File: src/rtl/ifsd_pkg.sv
// shared types and constants for the image file signature detector
package ifsd_pkg;

	// file kind codes
	localparam logic [3:0] KIND_UNKNOWN = 4'd0;
	localparam logic [3:0] KIND_GIF     = 4'd1;
	localparam logic [3:0] KIND_JPEG    = 4'd2;
	localparam logic [3:0] KIND_PNG     = 4'd3;
	localparam logic [3:0] KIND_SWF     = 4'd4;
	localparam logic [3:0] KIND_PSD     = 4'd5;
	localparam logic [3:0] KIND_BMP     = 4'd6;
	localparam logic [3:0] KIND_TIFF_LE = 4'd7;
	localparam logic [3:0] KIND_TIFF_BE = 4'd8;
	localparam logic [3:0] KIND_JPC     = 4'd9;
	localparam logic [3:0] KIND_JP2     = 4'd10;
	localparam logic [3:0] KIND_IFF     = 4'd11;
	localparam logic [3:0] KIND_WBMP    = 4'd12;
	localparam logic [3:0] KIND_SWC     = 4'd13;

	// fault codes
	localparam logic [1:0] FAULT_NONE  = 2'd0;
	localparam logic [1:0] FAULT_SHORT = 2'd1;
	localparam logic [1:0] FAULT_PNG   = 2'd2;

	// header bytes kept per file
	localparam int unsigned HEAD_BYTES = 12;
	localparam logic [3:0]  HEAD_FULL  = 4'd12;

	// signatures, first byte in the top bits
	localparam logic [23:0] SIG_GIF    = 24'h474946;
	localparam logic [23:0] SIG_JPEG   = 24'hffd8ff;
	localparam logic [23:0] SIG_PNG_PFX = 24'h89504e;
	localparam logic [63:0] SIG_PNG    = 64'h89504e470d0a1a0a;
	localparam logic [23:0] SIG_SWF    = 24'h465753;
	localparam logic [23:0] SIG_SWC    = 24'h435753;
	localparam logic [23:0] SIG_PSD    = 24'h384250;
	localparam logic [15:0] SIG_BMP    = 16'h424d;
	localparam logic [23:0] SIG_JPC    = 24'hff4fff;
	localparam logic [31:0] SIG_TIFF_LE = 32'h49492a00;
	localparam logic [31:0] SIG_TIFF_BE = 32'h4d4d002a;
	localparam logic [31:0] SIG_IFF    = 32'h464f524d;
	localparam logic [95:0] SIG_JP2    = 96'h0000000c6a5020200d0a870a;

	// varint bits
	localparam logic [7:0] VARINT_MORE = 8'h80;

	// wbmp header parse phases
	typedef enum logic [5:0] {
		PH_TYPE = 6'b000001,
		PH_SKIP = 6'b000010,
		PH_COLS = 6'b000100,
		PH_ROWS = 6'b001000,
		PH_DONE = 6'b010000,
		PH_FAIL = 6'b100000
	} wbmp_phase_t;

	// wbmp parser status after the current byte
	typedef struct packed {
		logic done;
		logic fail;
	} wbmp_stat_t;

endpackage

File: src/rtl/ifsd_wbmp.sv
// wbmp header parser with 7-bit continuation varints for width and height
module ifsd_wbmp #(
	parameter int DIM_BITS = 32
) (
	input  logic                clk,
	input  logic                arst_n,
	input  logic                feed,
	input  logic                clear,
	input  logic [7:0]          data_byte,
	output ifsd_pkg::wbmp_stat_t stat,
	output logic [DIM_BITS-1:0] col_next,
	output logic [DIM_BITS-1:0] row_next
);
	import ifsd_pkg::*;

	wbmp_phase_t         phase_q;
	wbmp_phase_t         phase_next;
	logic [DIM_BITS-1:0] col_q;
	logic [DIM_BITS-1:0] row_q;
	logic                more;

	assign more = (data_byte & VARINT_MORE) != 8'h00;

	// next phase and accumulators for the current byte
	always_comb begin
		phase_next = phase_q;
		col_next   = col_q;
		row_next   = row_q;
		if (feed) begin
			unique case (phase_q)
				PH_TYPE: begin
					phase_next = (data_byte == 8'h00) ? PH_SKIP : PH_FAIL;
				end
				PH_SKIP: begin
					if (!more) phase_next = PH_COLS;
				end
				PH_COLS: begin
					col_next = {col_q[DIM_BITS-8:0], data_byte[6:0]};
					if (!more) phase_next = PH_ROWS;
				end
				PH_ROWS: begin
					row_next = {row_q[DIM_BITS-8:0], data_byte[6:0]};
					if (!more) phase_next = PH_DONE;
				end
				PH_DONE, PH_FAIL: begin
					phase_next = phase_q;
				end
				default: begin
					phase_next = phase_q;
				end
			endcase
		end
	end

	assign stat.done = (phase_next == PH_DONE);
	assign stat.fail = (phase_next == PH_FAIL);

	// parser state, cleared at end of file
	always_ff @(posedge clk or negedge arst_n) begin
		if (!arst_n) begin
			phase_q <= PH_TYPE;
			col_q   <= '0;
			row_q   <= '0;
		end else if (clear) begin
			phase_q <= PH_TYPE;
			col_q   <= '0;
			row_q   <= '0;
		end else if (feed) begin
			phase_q <= phase_next;
			col_q   <= col_next;
			row_q   <= row_next;
		end
	end

endmodule

File: src/rtl/image_file_signature_detector_core.sv
// top level of the image file signature detector
//
// Input channel: one file byte per transaction (data_byte, end_of_file) on
// byte_valid / byte_stall; end_of_file marks the last byte of a file and the
// next transaction starts a new file.
// Output channel: at most one verdict per file (file_kind, fault_code,
// wbmp_columns, wbmp_rows) on result_valid / result_stall. The verdict comes
// on the byte that decides it, or on the end-of-file byte if nothing
// decided earlier; bytes after a verdict only wait for the end mark.
// Throughput: one byte per cycle while byte_stall is low; each byte passes
// once through the input register, the signature compare and varint update,
// and the result register. When result_stall holds the output register
// full, the input register still takes one byte and byte_stall then rises
// until the verdict is taken.
// Reset (arst_n low) empties both registers and starts a new file: byte
// count zero, wbmp parser back to the type byte, no verdict given.
module image_file_signature_detector_core #(
	parameter int DIM_BITS = 32
) (
	input  logic        clk,
	input  logic        arst_n,
	input  logic        byte_valid,
	output logic        byte_stall,
	input  logic [7:0]  data_byte,
	input  logic        end_of_file,
	output logic        result_valid,
	input  logic        result_stall,
	output logic [3:0]  file_kind,
	output logic [1:0]  fault_code,
	output logic [31:0] wbmp_columns,
	output logic [31:0] wbmp_rows
);
	import ifsd_pkg::*;

	localparam int WIDE_BITS = (DIM_BITS > 32) ? DIM_BITS : 32;

	// input register
	logic       valid_s1;
	logic [7:0] byte_s1;
	logic       eof_s1;

	// per-file state
	logic [3:0] cnt_q;
	logic       verdict_q;
	logic [7:0] head_q [HEAD_BYTES];

	// result register
	logic        out_valid_q;
	logic [3:0]  kind_q;
	logic [1:0]  fault_q;
	logic [31:0] cols_q;
	logic [31:0] rows_q;

	logic                out_free;
	logic                fire;
	logic                store;
	logic                feed;
	logic [3:0]          cnt_next;
	logic [7:0]          head_next [HEAD_BYTES];
	logic [95:0]         head_cat;
	logic                png;
	logic                decided;
	logic [3:0]          kind_d;
	logic [1:0]          fault_d;
	logic                emit;
	logic [3:0]          kind_r;
	logic [1:0]          fault_r;
	logic [31:0]         cols_r;
	logic [31:0]         rows_r;
	wbmp_stat_t          wstat;
	logic [DIM_BITS-1:0] col_next;
	logic [DIM_BITS-1:0] row_next;
	logic [WIDE_BITS-1:0] col_wide;
	logic [WIDE_BITS-1:0] row_wide;

	// flow control
	assign out_free   = !out_valid_q || !result_stall;
	assign byte_stall = valid_s1 && !out_free;
	assign fire       = valid_s1 && out_free;

	// input register
	always_ff @(posedge clk or negedge arst_n) begin
		if (!arst_n) begin
			valid_s1 <= 1'b0;
		end else if (!byte_stall) begin
			valid_s1 <= byte_valid;
		end
	end

	always_ff @(posedge clk) begin
		if (byte_valid && !byte_stall) begin
			byte_s1 <= data_byte;
			eof_s1  <= end_of_file;
		end
	end

	// header capture
	assign feed     = fire && !verdict_q;
	assign store    = feed && (cnt_q < HEAD_FULL);
	assign cnt_next = store ? cnt_q + 4'd1 : cnt_q;

	always_comb begin
		for (int i = 0; i < HEAD_BYTES; i++) begin
			head_next[i] = (store && cnt_q == 4'(i)) ? byte_s1 : head_q[i];
			head_cat[95-8*i -: 8] = head_next[i];
		end
	end

	always_ff @(posedge clk) begin
		for (int i = 0; i < HEAD_BYTES; i++) begin
			if (store && cnt_q == 4'(i)) head_q[i] <= byte_s1;
		end
	end

	// wbmp header parser
	ifsd_wbmp #(
		.DIM_BITS(DIM_BITS)
	) u_wbmp (
		.clk      (clk),
		.arst_n   (arst_n),
		.feed     (feed),
		.clear    (fire && eof_s1),
		.data_byte(byte_s1),
		.stat     (wstat),
		.col_next (col_next),
		.row_next (row_next)
	);

	assign col_wide = WIDE_BITS'(col_next);
	assign row_wide = WIDE_BITS'(row_next);

	// signature decision in priority order
	assign png = (cnt_next >= 4'd3) && (head_cat[95:72] == SIG_PNG_PFX);

	always_comb begin
		decided = 1'b0;
		kind_d  = KIND_UNKNOWN;
		fault_d = FAULT_NONE;
		if (cnt_next == 4'd3) begin
			decided = 1'b1;
			priority if (head_cat[95:72] == SIG_GIF) kind_d = KIND_GIF;
			else if (head_cat[95:72] == SIG_JPEG)    kind_d = KIND_JPEG;
			else if (png)                            decided = 1'b0;
			else if (head_cat[95:72] == SIG_SWF)     kind_d = KIND_SWF;
			else if (head_cat[95:72] == SIG_SWC)     kind_d = KIND_SWC;
			else if (head_cat[95:72] == SIG_PSD)     kind_d = KIND_PSD;
			else if (head_cat[95:80] == SIG_BMP)     kind_d = KIND_BMP;
			else if (head_cat[95:72] == SIG_JPC)     kind_d = KIND_JPC;
			else                                     decided = 1'b0;
		end else if (png) begin
			if (cnt_next == 4'd8) begin
				decided = 1'b1;
				if (head_cat[95:32] == SIG_PNG) begin
					kind_d = KIND_PNG;
				end else begin
					fault_d = FAULT_PNG;
				end
			end
		end else if (cnt_next == 4'd4) begin
			decided = 1'b1;
			priority if (head_cat[95:64] == SIG_TIFF_LE) kind_d = KIND_TIFF_LE;
			else if (head_cat[95:64] == SIG_TIFF_BE)     kind_d = KIND_TIFF_BE;
			else if (head_cat[95:64] == SIG_IFF)         kind_d = KIND_IFF;
			else                                         decided = 1'b0;
		end else if (cnt_next >= HEAD_FULL) begin
			decided = 1'b1;
			priority if (store && head_cat == SIG_JP2) kind_d = KIND_JP2;
			else if (wstat.done)                       kind_d = KIND_WBMP;
			else if (wstat.fail)                       kind_d = KIND_UNKNOWN;
			else                                       decided = 1'b0;
		end
	end

	// result for this byte: a decided verdict or the end-of-file fallback
	always_comb begin
		emit    = 1'b0;
		kind_r  = kind_d;
		fault_r = fault_d;
		if (!verdict_q) begin
			if (decided) begin
				emit = 1'b1;
			end else if (eof_s1) begin
				emit    = 1'b1;
				kind_r  = KIND_UNKNOWN;
				fault_r = (cnt_next < HEAD_FULL) ? FAULT_SHORT : FAULT_NONE;
			end
		end
		cols_r = (kind_r == KIND_WBMP) ? col_wide[31:0] : 32'd0;
		rows_r = (kind_r == KIND_WBMP) ? row_wide[31:0] : 32'd0;
	end

	// per-file control state
	always_ff @(posedge clk or negedge arst_n) begin
		if (!arst_n) begin
			cnt_q     <= '0;
			verdict_q <= 1'b0;
		end else if (fire) begin
			if (eof_s1) begin
				cnt_q     <= '0;
				verdict_q <= 1'b0;
			end else begin
				cnt_q     <= cnt_next;
				verdict_q <= verdict_q || decided;
			end
		end
	end

	// result register
	always_ff @(posedge clk or negedge arst_n) begin
		if (!arst_n) begin
			out_valid_q <= 1'b0;
		end else if (out_free) begin
			out_valid_q <= fire && emit;
		end
	end

	always_ff @(posedge clk) begin
		if (fire && emit) begin
			kind_q  <= kind_r;
			fault_q <= fault_r;
			cols_q  <= cols_r;
			rows_q  <= rows_r;
		end
	end

	assign result_valid = out_valid_q;
	assign file_kind    = kind_q;
	assign fault_code   = fault_q;
	assign wbmp_columns = cols_q;
	assign wbmp_rows    = rows_q;

	// dimensions only accompany a wbmp verdict
	a_dims_wbmp_only: assert property (@(posedge clk) disable iff (!arst_n)
		result_valid && file_kind != KIND_WBMP |-> wbmp_columns == 32'd0 && wbmp_rows == 32'd0)
		else $error("wbmp dimensions on a non-wbmp verdict");

	// a fault always comes with an unknown kind
	a_fault_unknown: assert property (@(posedge clk) disable iff (!arst_n)
		result_valid && fault_code != FAULT_NONE |-> file_kind == KIND_UNKNOWN)
		else $error("fault reported with a known kind");

	// an end-of-file byte starts a fresh file
	a_eof_clears: assert property (@(posedge clk) disable iff (!arst_n)
		fire && eof_s1 |=> !verdict_q && cnt_q == 4'd0)
		else $error("file state not cleared after end of file");

	// byte count saturates at the header size
	a_cnt_bound: assert property (@(posedge clk) disable iff (!arst_n)
		cnt_q <= HEAD_FULL)
		else $error("header byte count out of range");

endmodule
File: config.mk
export PLATFORM = sky130hd
export DESIGN_NAME = image_file_signature_detector_core
export DESIGN_NICKNAME = d
export VERILOG_FILES = /design/src/rtl/ifsd_pkg.sv /design/src/rtl/ifsd_wbmp.sv /design/src/rtl/image_file_signature_detector_core.sv
export SDC_FILE = /design/constraint.sdc
export NUM_CORES = 1
export LEC_CHECK = 0
export BUFFER_PORTS_ARGS = -buffer_cell sky130_fd_sc_hd__buf_2
export CAP_MARGIN = 30
export CORE_MARGIN = 4
export CORE_UTILIZATION = 61
export DETAILED_ROUTE_END_ITERATION = 16
export HOLD_SLACK_MARGIN = 0.12
export PLACE_DENSITY = 0.8
export SYNTH_ARGS = -nofsm -noshare
export SYNTH_HDL_FRONTEND = slang
export SYNTH_HIERARCHICAL = 1
export SYNTH_SLANG_ARGS = --single-unit
export TNS_END_PERCENT = 10
File: constraint.sdc
create_clock -name clk -period 8.7 [get_ports clk]
set_clock_uncertainty 0.2 [all_clocks]
set_input_delay 0.435 -clock clk [delete_from_list [all_inputs] [get_ports clk]]
set_output_delay 0.435 -clock clk [all_outputs]
set_load 0.1 [all_outputs]
# Yosys cells after proc, flatten, opt, wreduce, memory -nomap -nowiden

Memory sizes are Yosys's and may differ from the RTL's.
Cells that the tools add are included.

Memories kept: 1
Flip-flop bits (word level): 156
Memory bits (writable): 96

Memories:

| memory | words | bits a word | rd ports | clocked after Yosys merged registers in | wr ports | RTL line                                 | text |
|---|---|---|---|---|---|---|---|
| head_q | 12    | 8           | 12       | 0                                       | 1        | image_file_signature_detector_core.sv:45 | `logic [7:0] head_q [HEAD_BYTES];` |

Magnitude comparators: 4
$add $sub $neg: 1
Equality and inequality tests: 34
Multiplexer cells: 140
Reduce and logical (&&, ||, !) cells: 42

Operators with widths:

| cell                                               | count |
|---|---|
| two-way mux 32 bit                                 | 8 |
| two-way mux 8 bit                                  | 23 |
| two-way mux 4 bit                                  | 33 |
| == test 32 x 31 -> 1 bit (second input constant)   | 3 |
| == test 96 x 68 -> 1 bit (second input constant)   | 1 |
| OR reduction 8 bit                                 | 11 |
| == test 24 x 23 -> 1 bit (second input constant)   | 3 |
| == test 24 bit (second input constant)             | 3 |
| == test 64 bit (second input constant)             | 1 |
| two-way mux 1 bit                                  | 59 |
| two-way mux 6 bit                                  | 7 |
| == test 24 x 22 -> 1 bit (second input constant)   | 1 |
| == test 4 bit (second input constant)              | 6 |
| one-hot mux 6 bit (4 select lines)                 | 1 |
| logical AND 1 bit                                  | 21 |
| == test 4 x 3 -> 1 bit (second input constant)     | 5 |
| two-way mux 2 bit                                  | 9 |
| == test 16 x 15 -> 1 bit (second input constant)   | 1 |
| == test 4 x 2 -> 1 bit (second input constant)     | 3 |
| logical NOT 8 bit                                  | 1 |
| less-than comparator 4 bit (second input constant) | 2 |
| == test 6 x 1 -> 1 bit (second input constant)     | 1 |
| == test 6 x 2 -> 1 bit (second input constant)     | 1 |
| == test 6 x 3 -> 1 bit (second input constant)     | 1 |
| other kinds (11)                                   | 16 |

# Depth between registers and ports, before layout

Gate-level depths: netlist (run 1).

Word-level depth: 21
Mapped depth: 15

# Cells and area by module

Netlist (run 1), hierarchy kept.

By module, submodules not included:

| module                             | seq. area each (µm²) | cells an instance | times used | area each (µm²) |
|---|---|---|---|---|
| image_file_signature_detector_core | 4469.3               | 824               | 1          | 8928.6 |
| ifsd_wbmp                          | 1752.9               | 260               | 1          | 3497.1 |

# Worst setup path after synthesis (run 1)

OpenSTA, ideal clock, no wires.

Path kind: register to register
Start: reg out_valid_q (netlist: result_valid)
End: reg fault_q[0] (netlist: fault_code[0]) (enable)
Data arrival time: 6.064 ns
Setup slack: 1.938 ns
Stages on the path, launching flop included: 12
Path buffers: 2
Path through: dfrtp_1 > nand2_1 > clkbuf_1 > nand4_1 > clkbuf_1 > mux2_2 > nor3_1 > nor4b_1 > o21ai_0 > nand3_1 > a211oi_1 > nor2_1

Cells in the longest elaborated chain, start to end: 20
Elaborated cells on any way between the ends: 74
Classes of those cells: 2 x order compare; 17 x eq/ne; 35 x mux; 20 x reduce/logical

Ends and longest elaborated chain:

| element                | RTL line                                  | text |
|---|---|---|
| from (decl)            | image_file_signature_detector_core.sv:48  | `logic out_valid_q;` |
| from (signal assigned) | image_file_signature_detector_core.sv:213 | `out_valid_q <= fire && emit;` |
| logical NOT 1 bit *    | image_file_signature_detector_core.sv:77  | `assign out_free = !out_valid_q \|\| !result_stall;` |
| logical OR 1 bit *     | image_file_signature_detector_core.sv:77  |  |
| logical AND 1 bit *    | image_file_signature_detector_core.sv:79  | `assign fire = valid_s1 && out_free;` |
| logical AND 1 bit      | image_file_signature_detector_core.sv:98  | `assign feed = fire && !verdict_q;` |
| logical AND 1 bit      | image_file_signature_detector_core.sv:99  | `assign store = feed && (cnt_q < HEAD_FULL);` |
| logical AND 1 bit      | image_file_signature_detector_core.sv:104 | `head_next[i] = (store && cnt_q == 4'(i)) ? byte_s1 : head_q[i];` |
| two-way mux 8 bit      | image_file_signature_detector_core.sv:104 |  |
| == test 24 bit         | image_file_signature_detector_core.sv:148 | `else if (head_cat[95:72] == SIG_JPC) kind_d = KIND_JPC;` |
| [... 4 more ...]       | --                                        |  |
| two-way mux 1 bit      | image_file_signature_detector_core.sv:144 | `else if (head_cat[95:72] == SIG_SWF) kind_d = KIND_SWF;` |
| two-way mux 1 bit      | image_file_signature_detector_core.sv:143 | `else if (png) decided = 1'b0;` |
| two-way mux 1 bit      | image_file_signature_detector_core.sv:142 | `else if (head_cat[95:72] == SIG_JPEG) kind_d = KIND_JPEG;` |
| two-way mux 1 bit      | image_file_signature_detector_core.sv:141 | `priority if (head_cat[95:72] == SIG_GIF) kind_d = KIND_GIF;` |
| two-way mux 1 bit      | image_file_signature_detector_core.sv:139 | `if (cnt_next == 4'd3) begin` |
| two-way mux 1 bit      | image_file_signature_detector_core.sv:180 | `if (decided) begin` |
| two-way mux 1 bit      | image_file_signature_detector_core.sv:179 | `if (!verdict_q) begin` |
| logical AND 1 bit *    | image_file_signature_detector_core.sv:218 | `if (fire && emit) begin` |
| to (signal assigned)   | image_file_signature_detector_core.sv:220 | `fault_q <= fault_r;` |
| to (decl)              | image_file_signature_detector_core.sv:50  | `logic [1:0] fault_q;` |

Every way passes the cells marked *; elsewhere a longest branch is shown, timed or not.
A chain may end at the register's enable or synchronous reset.

# Worst setup path in the final report (run 1)

Start: reg cnt_q[0]
End: reg rows_q[27] (netlist: wbmp_rows[27]) (enable)

Cells in the longest elaborated chain, start to end: 17
Elaborated cells on any way between the ends: 79
Classes of those cells: 1 x add/sub; 3 x order compare; 26 x eq/ne; 32 x mux; 17 x reduce/logical

Ends and longest elaborated chain:

| element                    | RTL line                                  | text |
|---|---|---|
| from (decl)                | image_file_signature_detector_core.sv:43  | `logic [3:0] cnt_q;` |
| from (signal assigned)     | image_file_signature_detector_core.sv:202 | `cnt_q <= cnt_next;` |
| less-than comparator 4 bit | image_file_signature_detector_core.sv:99  |  |
| logical AND 1 bit          | image_file_signature_detector_core.sv:99  |  |
| logical AND 1 bit *        | image_file_signature_detector_core.sv:104 |  |
| two-way mux 8 bit *        | image_file_signature_detector_core.sv:104 |  |
| net head_cat[90]           | image_file_signature_detector_core.sv:60  | `logic [95:0] head_cat;` |
| == test 24 bit             | image_file_signature_detector_core.sv:148 |  |
| two-way mux 1 bit          | image_file_signature_detector_core.sv:148 |  |
| two-way mux 1 bit          | image_file_signature_detector_core.sv:147 | `else if (head_cat[95:80] == SIG_BMP) kind_d = KIND_BMP;` |
| [... 2 more ...]           | --                                        |  |
| two-way mux 1 bit          | image_file_signature_detector_core.sv:144 |  |
| two-way mux 1 bit          | image_file_signature_detector_core.sv:143 |  |
| two-way mux 1 bit          | image_file_signature_detector_core.sv:142 |  |
| two-way mux 1 bit          | image_file_signature_detector_core.sv:141 |  |
| two-way mux 1 bit *        | image_file_signature_detector_core.sv:139 |  |
| two-way mux 1 bit *        | image_file_signature_detector_core.sv:180 |  |
| two-way mux 1 bit *        | image_file_signature_detector_core.sv:179 |  |
| logical AND 1 bit *        | image_file_signature_detector_core.sv:218 |  |
| to (signal assigned)       | image_file_signature_detector_core.sv:222 | `rows_q <= rows_r;` |
| to (decl)                  | image_file_signature_detector_core.sv:52  | `logic [31:0] rows_q;` |

The timed path passes the listed nets; every way through them passes the cells marked *.

==> metrics.yaml, run 1 <==
drc_errors: 0
drtPass1Iterations: 5
worstPathArrival_ns: 5.04
fp.dieW_um: 151
yosysWarnings: 6
synth_xor_area_share_pct: 0.141
synth.top_cell.area_share_pct: 19.1
grt.overflow.total: 0
cts_root_buffer: "clkbuf_16"
timing.final.crit_share_pct: 58.4
clkSinkCount: 252
min_path_cells: 3
setup_tns_ns: 0
highest_layer: "met4"
fp.dieArea_um2: 22700
slowest_stage: "nand3_1"
grt_pass1_wl_mm: 46.1
whs_ns: 0.158
final_hold_viol_count: 0
max_stage_delay_ns: 0.71
critPathMaxFanout: 70
nets: 1170
ctsLongestPathBuffers: 3
cp.required_ns: 8.65
cp_num_cells: 12
wl_met1_mm: 12.3
initial_core_util_pct: 63.0
synth_compound_area_share_pct: 4.60
wl_met2_mm: 13.8
synth_edf_count: 79
synth_fp_nets: 1101
grt_pass1_vias: 8437
powerDensity_nw_per_um2: 332
min_from: "result_stall"
path_cells: "inv_1, ha_1, nor3b_1, nand3_1, mux2_2, nor4_1, nand4_1, a221o_1, a22oi_1, a211oi_1, nor2_4, buf_4"
rsz0062_at_grt: "no"
slew_violations: 0
crit_family: "simple AND/OR/NAND/NOR gates"
wl_per_cell_um: 20.3
synthArstFlopShare_pct: 30.6
clock_insertion_delay_worst_skew_ns: 0.53
synthesis.area_um2: 12400
place.gp.congestion: 0.938
met3_length_mm: 2.11
r2r_cells: 12
cts_resized: 0
synthCells: 1084
yosys_register_bits: 252
via_per_inst: 6.02
worstMarginPinSlew_ns: 0.958
synth_area_leaders: "edfxtp_1 19%, dfxtp_1 15%, dfrtp_1 15%"
vias: 8646
portBuffers: 84
core_area_um2: 19700
synth_mux_area_share_pct: 17.5
ant_nets: 0
cts_setup_buffers: 0
cts_hold_buf: 11
utilization_pct: 70.5
cts_htree_levels: 1
maxCapViolCount: 0
place_hpwl_mm: 18.3
drive_above_1_share_pct: 31.7
synth_top_family_by_area: "simple AND/OR/NAND/NOR gates"
drt_iter0_markers: 649
maxSlewHeadroom_pct: 36.0
yosysSeqAreaShare_pct: 50.1
reg2reg_from: "cnt_q[0]$_DFFE_PN0N_"
leakagePower_uw: 0.00598
rrSetupSlack_ns: 3.62
ys_types: 78
die_y_um: 151
startpoint: "cnt_q[0]$_DFFE_PN0N_"
synth_simple_gate_area_share_pct: 23.5
startpoint_type: "flop"
clock.fmax_mhz: 197
row_count: 51
end_kind: "flop"
synth_flop_cell: "dfxtp_1"
hold_class: "in2reg"
clkTransAtPathRegs_ns: 0.06
ios: 85
status: "finished clean"
track_usage_pct: 25.5
synth.avg_cell_area_um2: 11.5
yosys.area.top_type: "edfxtp_1"
areaGrowthSynthToFinish_pct: 11.9
cp.buffers_inverters: 2
synth_fa_ha_area_share_pct: 0.493
period_minus_slack_ns: 5.08
antenna_found_initial: 0
peakVddDrop_uv: 208
antenna_cells: 0
setup_violations: 0
worst-setup-path-type: "reg2reg"
numCtsBuffers: 26
wirelength_mm: 29.2
grt_max_degree: 78
cts_tree: "built"
==> through the flow <==
| step | worst slack [ns] | cell area [µm²] | total power, µW | instances |
|---|---|---|---|---|
| global placement | 3.84 | 12900 | 3470 | 1376 |
| CTS | 3.71 | 13900 | 4600 | 1434 |
| floorplan | 1.94 | 12400 | 3170 | 1084 |
| finish | 3.62 | 13900 | 4610 | 1437 |
| global route | 3.24 | 13900 | 4830 | 1437 |
| detailed placement | 3.77 | 12900 | 3500 | 1376 |
==> power by group <==
group	internal (µW)	total, µW	switching, µW
clock network	627	1090	461
registers	1570	1810	233
logic	484	1720	1230
total	2690	4610	1930
==> state kept, by name, indices dropped and copies added, names as in the netlist <==
name,cells
file_kind,4
cnt_q,4
head_q,96
result_valid,1
byte_s1,8
verdict_q,1
u_wbmp/col_q,32
u_wbmp/phase_q,6
wbmp_rows,32
u_wbmp/row_q,32
wbmp_columns,32
valid_s1,1
fault_code,2
eof_s1,1
==> per-layer routing <==
layer,GRT usage (%),up-vias
met3,3.55,71
li1,-,4012
met5,0,-
met1,34.9,4196
met4,8.30,0
met2,42.4,367
==> worst paths after layout <==
check                                                    end
worst min-delay path                    valid_s1$_DFFE_PN0N_
min in group asynchronous       u_wbmp/col_q[28]$_DFFE_PN0P_
max in group asynchronous        u_wbmp/row_q[6]$_DFFE_PN0P_
worst min register to register         head_q[0][29]$_DFF_P_
worst max register to register   wbmp_rows[27]$_SDFFCE_PP0P_
worst max-delay path             wbmp_rows[27]$_SDFFCE_PP0P_
==> cells in the mapped netlist, drive strengths merged (4+ instances only) <==
cell    count
a21boi      4
a21oi      16
a31oi       4
and2       72
and3        9
and4        9
buf        28
clkbuf     43
dfrtp      76
dfxtp      96
edfxtp     79
ha          4
inv        15
mux2      155
mux2i      29
nand2      78
nand2b      7
nand3      31
nand3b      5
nand4      20
nand4b      4
nor2       60
nor2b      84
nor3       24
nor3b       9
nor4       21
nor4b      12
nor4bb      4
o21ai      20
o22ai       4
or3         6
or4         4
==> worst min-delay path, stage by stage <==
cell	delay (ns)
buf_2	0.10
and3_1	0.19
or2_2	0.12
==> layout by cell type, fill, tap and decap left out, types with 10 or more instances in the layout <==
| cell type | n |
|---|---|
| nand4_1 | 20 |
| nor2b_1 | 78 |
| nor4_1 | 19 |
| mux2_2 | 113 |
| inv_1 | 15 |
| nor3_1 | 24 |
| and2_4 | 60 |
| clkbuf_16 | 26 |
| dlygate4sd3_1 | 12 |
| buf_2 | 83 |
| a21oi_1 | 16 |
| mux2i_1 | 29 |
| and2_1 | 11 |
| mux2_4 | 37 |
| dfrtp_1 | 76 |
| nor4b_1 | 10 |
| o21ai_0 | 18 |
| nand3_1 | 29 |
| buf_4 | 15 |
| dfxtp_1 | 96 |
| edfxtp_1 | 79 |
| nor2_1 | 59 |
| nand2_1 | 78 |
==> logic make-up after synthesis <==
| kind of cell | after synthesis |
|---|---|
| adder cells (fa/ha/maj) | 5 |
| flip-flops | 252 |
| multiplexers | 184 |
| AO/OA/AOI/OAI | 84 |
| buffers and inverters | 86 |
| AND/OR/NAND/NOR | 471 |
| XOR/XNOR | 2 |
==> layout make-up <==
class	count	area [µm²]
Tap cell	265	332
Clock inverter	16	146
Sequential cell	252	6220
Inverter	15	56.3
Timing Repair Buffer	112	691
Multi-Input combinational cell	746	5770
Clock buffer	31	689
Fill cell	1343	5810
Power figures use the tool's default switching activity.
==> inputs of run 2 (changes only) <==
Clock period 8.7 ns to 4.95 ns, I/O delays scaled along.
==> run 2 against run 1 <==
  * Critical path depth decreased by 1
  * Power increased by 80%
  * Combinational power increased by 78%
  * Clock power increased by 90%
  * Maximum frequency increased by 11%
  * Die area unchanged
  * Core utilization increased by 1.5 points
  * Critical path type unchanged
  * Largest power group unchanged
==> metrics.yaml, run 2 (synthesized netlist as in run 1, its figures left out) <==
drc_errors: 0  # unchanged
portBuffers: 84  # unchanged
grt.overflow.total: 0  # unchanged
cts_tree: "built"  # unchanged
cts_root_buffer: "clkbuf_16"  # unchanged
p_comb_share_pct: 36.8  # was 37.2%
fp.dieArea_um2: 22700  # unchanged
track_usage_pct: 26.2  # was 25.5%
drt_iter0_markers: 740  # was 649
peakVddDrop_uv: 380  # was 208 µV
seq_power_share_pct: 38.3  # was 39.2%
multi_input_area_um2: 5780  # was 5770 µm²
status: "finished clean"  # unchanged
ios: 85  # unchanged
largest_reg_flops: 96  # unchanged
place.gp.congestion: 0.938  # about the same
grt_pass1_wl_mm: 47.2  # was 46.1 mm
grt_max_degree: 65  # was 78
largest-register: "head_q"  # unchanged
dpl_cell_area_um2: 13100  # was 12,900 µm²
clkTransAtPathRegs_ns: 0.06  # about the same
place_hpwl_mm: 19.3  # was 18.3 mm
cts_htree_levels: 1  # unchanged
p_sw_share_pct: 41.1  # was 41.8%
setup_tns_ns: 0  # unchanged
initial_core_util_pct: 63.0  # unchanged
die_y_um: 151  # unchanged
grt_pass1_vias: 8552  # was 8,437
seq_area_um2: 6220  # unchanged
drtPass1Iterations: 5  # unchanged
worstPathArrival_ns: 4.60  # was 5.04 ns
total_power_uw: 8310  # was 4610 µW
setup_violations: 0  # unchanged
antenna_found_initial: 0  # unchanged
final_cell_mix: "113 x mux2_2, 96 x dfxtp_1, 83 x buf_2, 79 x edfxtp_1"  # unchanged
wirelength_mm: 29.7  # was 29.2 mm
p_clk_share_pct: 24.9  # was 23.6%
vias: 8772  # was 8,646
numCtsBuffers: 26  # unchanged
core_area_um2: 19700  # unchanged
end_kind: "flop"  # unchanged
antenna_cells: 0  # unchanged
maxSlewHeadroom_pct: 21.4  # was 36.0%
final_hold_viol_count: 0  # unchanged
nets: 1192  # was 1,170
period_minus_slack_ns: 4.58  # was 5.08 ns
clkSinkCount: 252  # unchanged
cp.required_ns: 4.97  # was 8.65 ns
critPathMaxFanout: 49  # was 70
startpoint_type: "flop"  # unchanged
timing.final.crit_share_pct: 92.6  # was 58.4%
leakagePower_uw: 0.00612  # was 0.00598 µW
worstMarginPinSlew_ns: 1.16  # was 0.958 ns
row_count: 51  # unchanged
finalInstanceArea_um2: 14200  # was 13,900 µm²
hold_class: "in2reg"  # unchanged
fill_cells: 1315  # was 1,343
fp.dieW_um: 151  # unchanged
ant_nets: 0  # unchanged
slew_violations: 0  # unchanged
worst-setup-path-type: "reg2reg"  # unchanged
power.switching_uw: 3410  # was 1930 µW
clock.fmax_mhz: 218  # was 197 MHz
p_int_uw: 4900  # was 2690 µW
final_common_cell: "mux2_2"  # unchanged
wl_per_cell_um: 20.3  # about the same
clock_insertion_delay_worst_skew_ns: 0.54  # was 0.53 ns
rsz0062_at_grt: "no"  # unchanged
powerDensity_nw_per_um2: 585  # was 332 nW/µm²
via_per_inst: 6.01  # was 6.02
drive_above_1_share_pct: 32.8  # was 31.7%
maxCapViolCount: 0  # unchanged
ctsLongestPathBuffers: 3  # unchanged
areaGrowthSynthToFinish_pct: 14.3  # was 11.9%
==> run 2: cell types whose count changed in the layout (fill, tap and decap cells not counted), sizes merged, moves of 2 or more <==
cell,before,now
dlygate4sd3,12,14
buf,100,119
bufinv,2,4
clkinv,12,6
clkbuf,31,36
==> run 2: what timing repair did <==
item | CTS | global route
hold buffers | 15 | 0
resized for setup | 0 | 1
endpoints found under the hold margin | 91 | 0
buffers inserted | 0 | 0
setup endpoints to repair | 0 | 34
==> run 2: power groups by stage <==
stage | clock (µW) | sequential, µW | combinational (µW)
after floorplan | 0 | 4190 | 1380
after global placement | 0 | 3190 | 2960
after detailed placement | 0 | 3210 | 3000
after CTS | 2090 | 3180 | 3020
after global routing | 2200 | 3250 | 3250
final | 2070 | 3190 | 3060
==> run 2: worst paths after layout <==
| check | start | slack [ns] | endpoint | depth (start not counted) |
|---|---|---|---|---|
| setup / recovery | cnt_q[1]$_DFFE_PN0N_ | 0.37 | wbmp_rows[4]$_SDFFCE_PP0P_ | 11 |
| hold / removal | end_of_file | 0.23 | eof_s1$_DFFE_PP_ | 2 |
| setup reg to reg | cnt_q[1]$_DFFE_PN0N_ | 0.37 | wbmp_rows[4]$_SDFFCE_PP0P_ | 11 |
| hold reg to reg | head_q[1][26]$_DFF_P_ | 0.26 | head_q[1][26]$_DFF_P_ | 2 |
| max in group asynchronous | arst_n | 3.67 | u_wbmp/phase_q[0]$_DFFE_PN1P_ | 4 |
| min in group asynchronous | arst_n | 0.59 | u_wbmp/col_q[14]$_DFFE_PN0P_ | 4 |
==> run 2: worst max-delay path, stage by stage, from the launching register on <==
cell and delay [ns]:
dfrtp_1 0.49, ha_1 0.29, nor3b_1 0.29, and3_1 0.51, mux2_2 0.39, or4_1 0.41
nor4b_1 0.32, nand4_1 0.26, nand3_1 0.19, a211oi_2 0.15, nor2_4 0.41, buf_12 0.31
==> run 2: area by class of cell <==
type,count,area share (%)
clock buffer,36,5.13
clock inverter,12,1.29
inverter,15,0.396
multi-input combinational,747,40.7
sequential,252,43.8
tap,265,2.33
timing repair buffer,133,6.31
==> run 2: metrics by stage <==
step	hold slack (ns)	util (%)	setup WS [ns]	std cells
global placement	0.226	66.3	0.419	1394
floorplan	-0.248	-	0.128	1084
CTS	0.221	72.0	0.324	1459
global route	0.228	72.0	0.142	1460
finish	0.230	72.0	0.366	1460
detailed placement	0.0117	66.5	0.328	1396
==> run 2: per-layer routing <==
metal | up-vias | share of wire (%) | GRT usage, %
li1 | 4076 | - | -
met1 | 4245 | 42 | 36.4
met2 | 388 | 48 | 43.3
met3 | 63 | 7.3 | 3.64
met4 | 0 | 2.5 | 7.39
met5 | - | 0 | 0
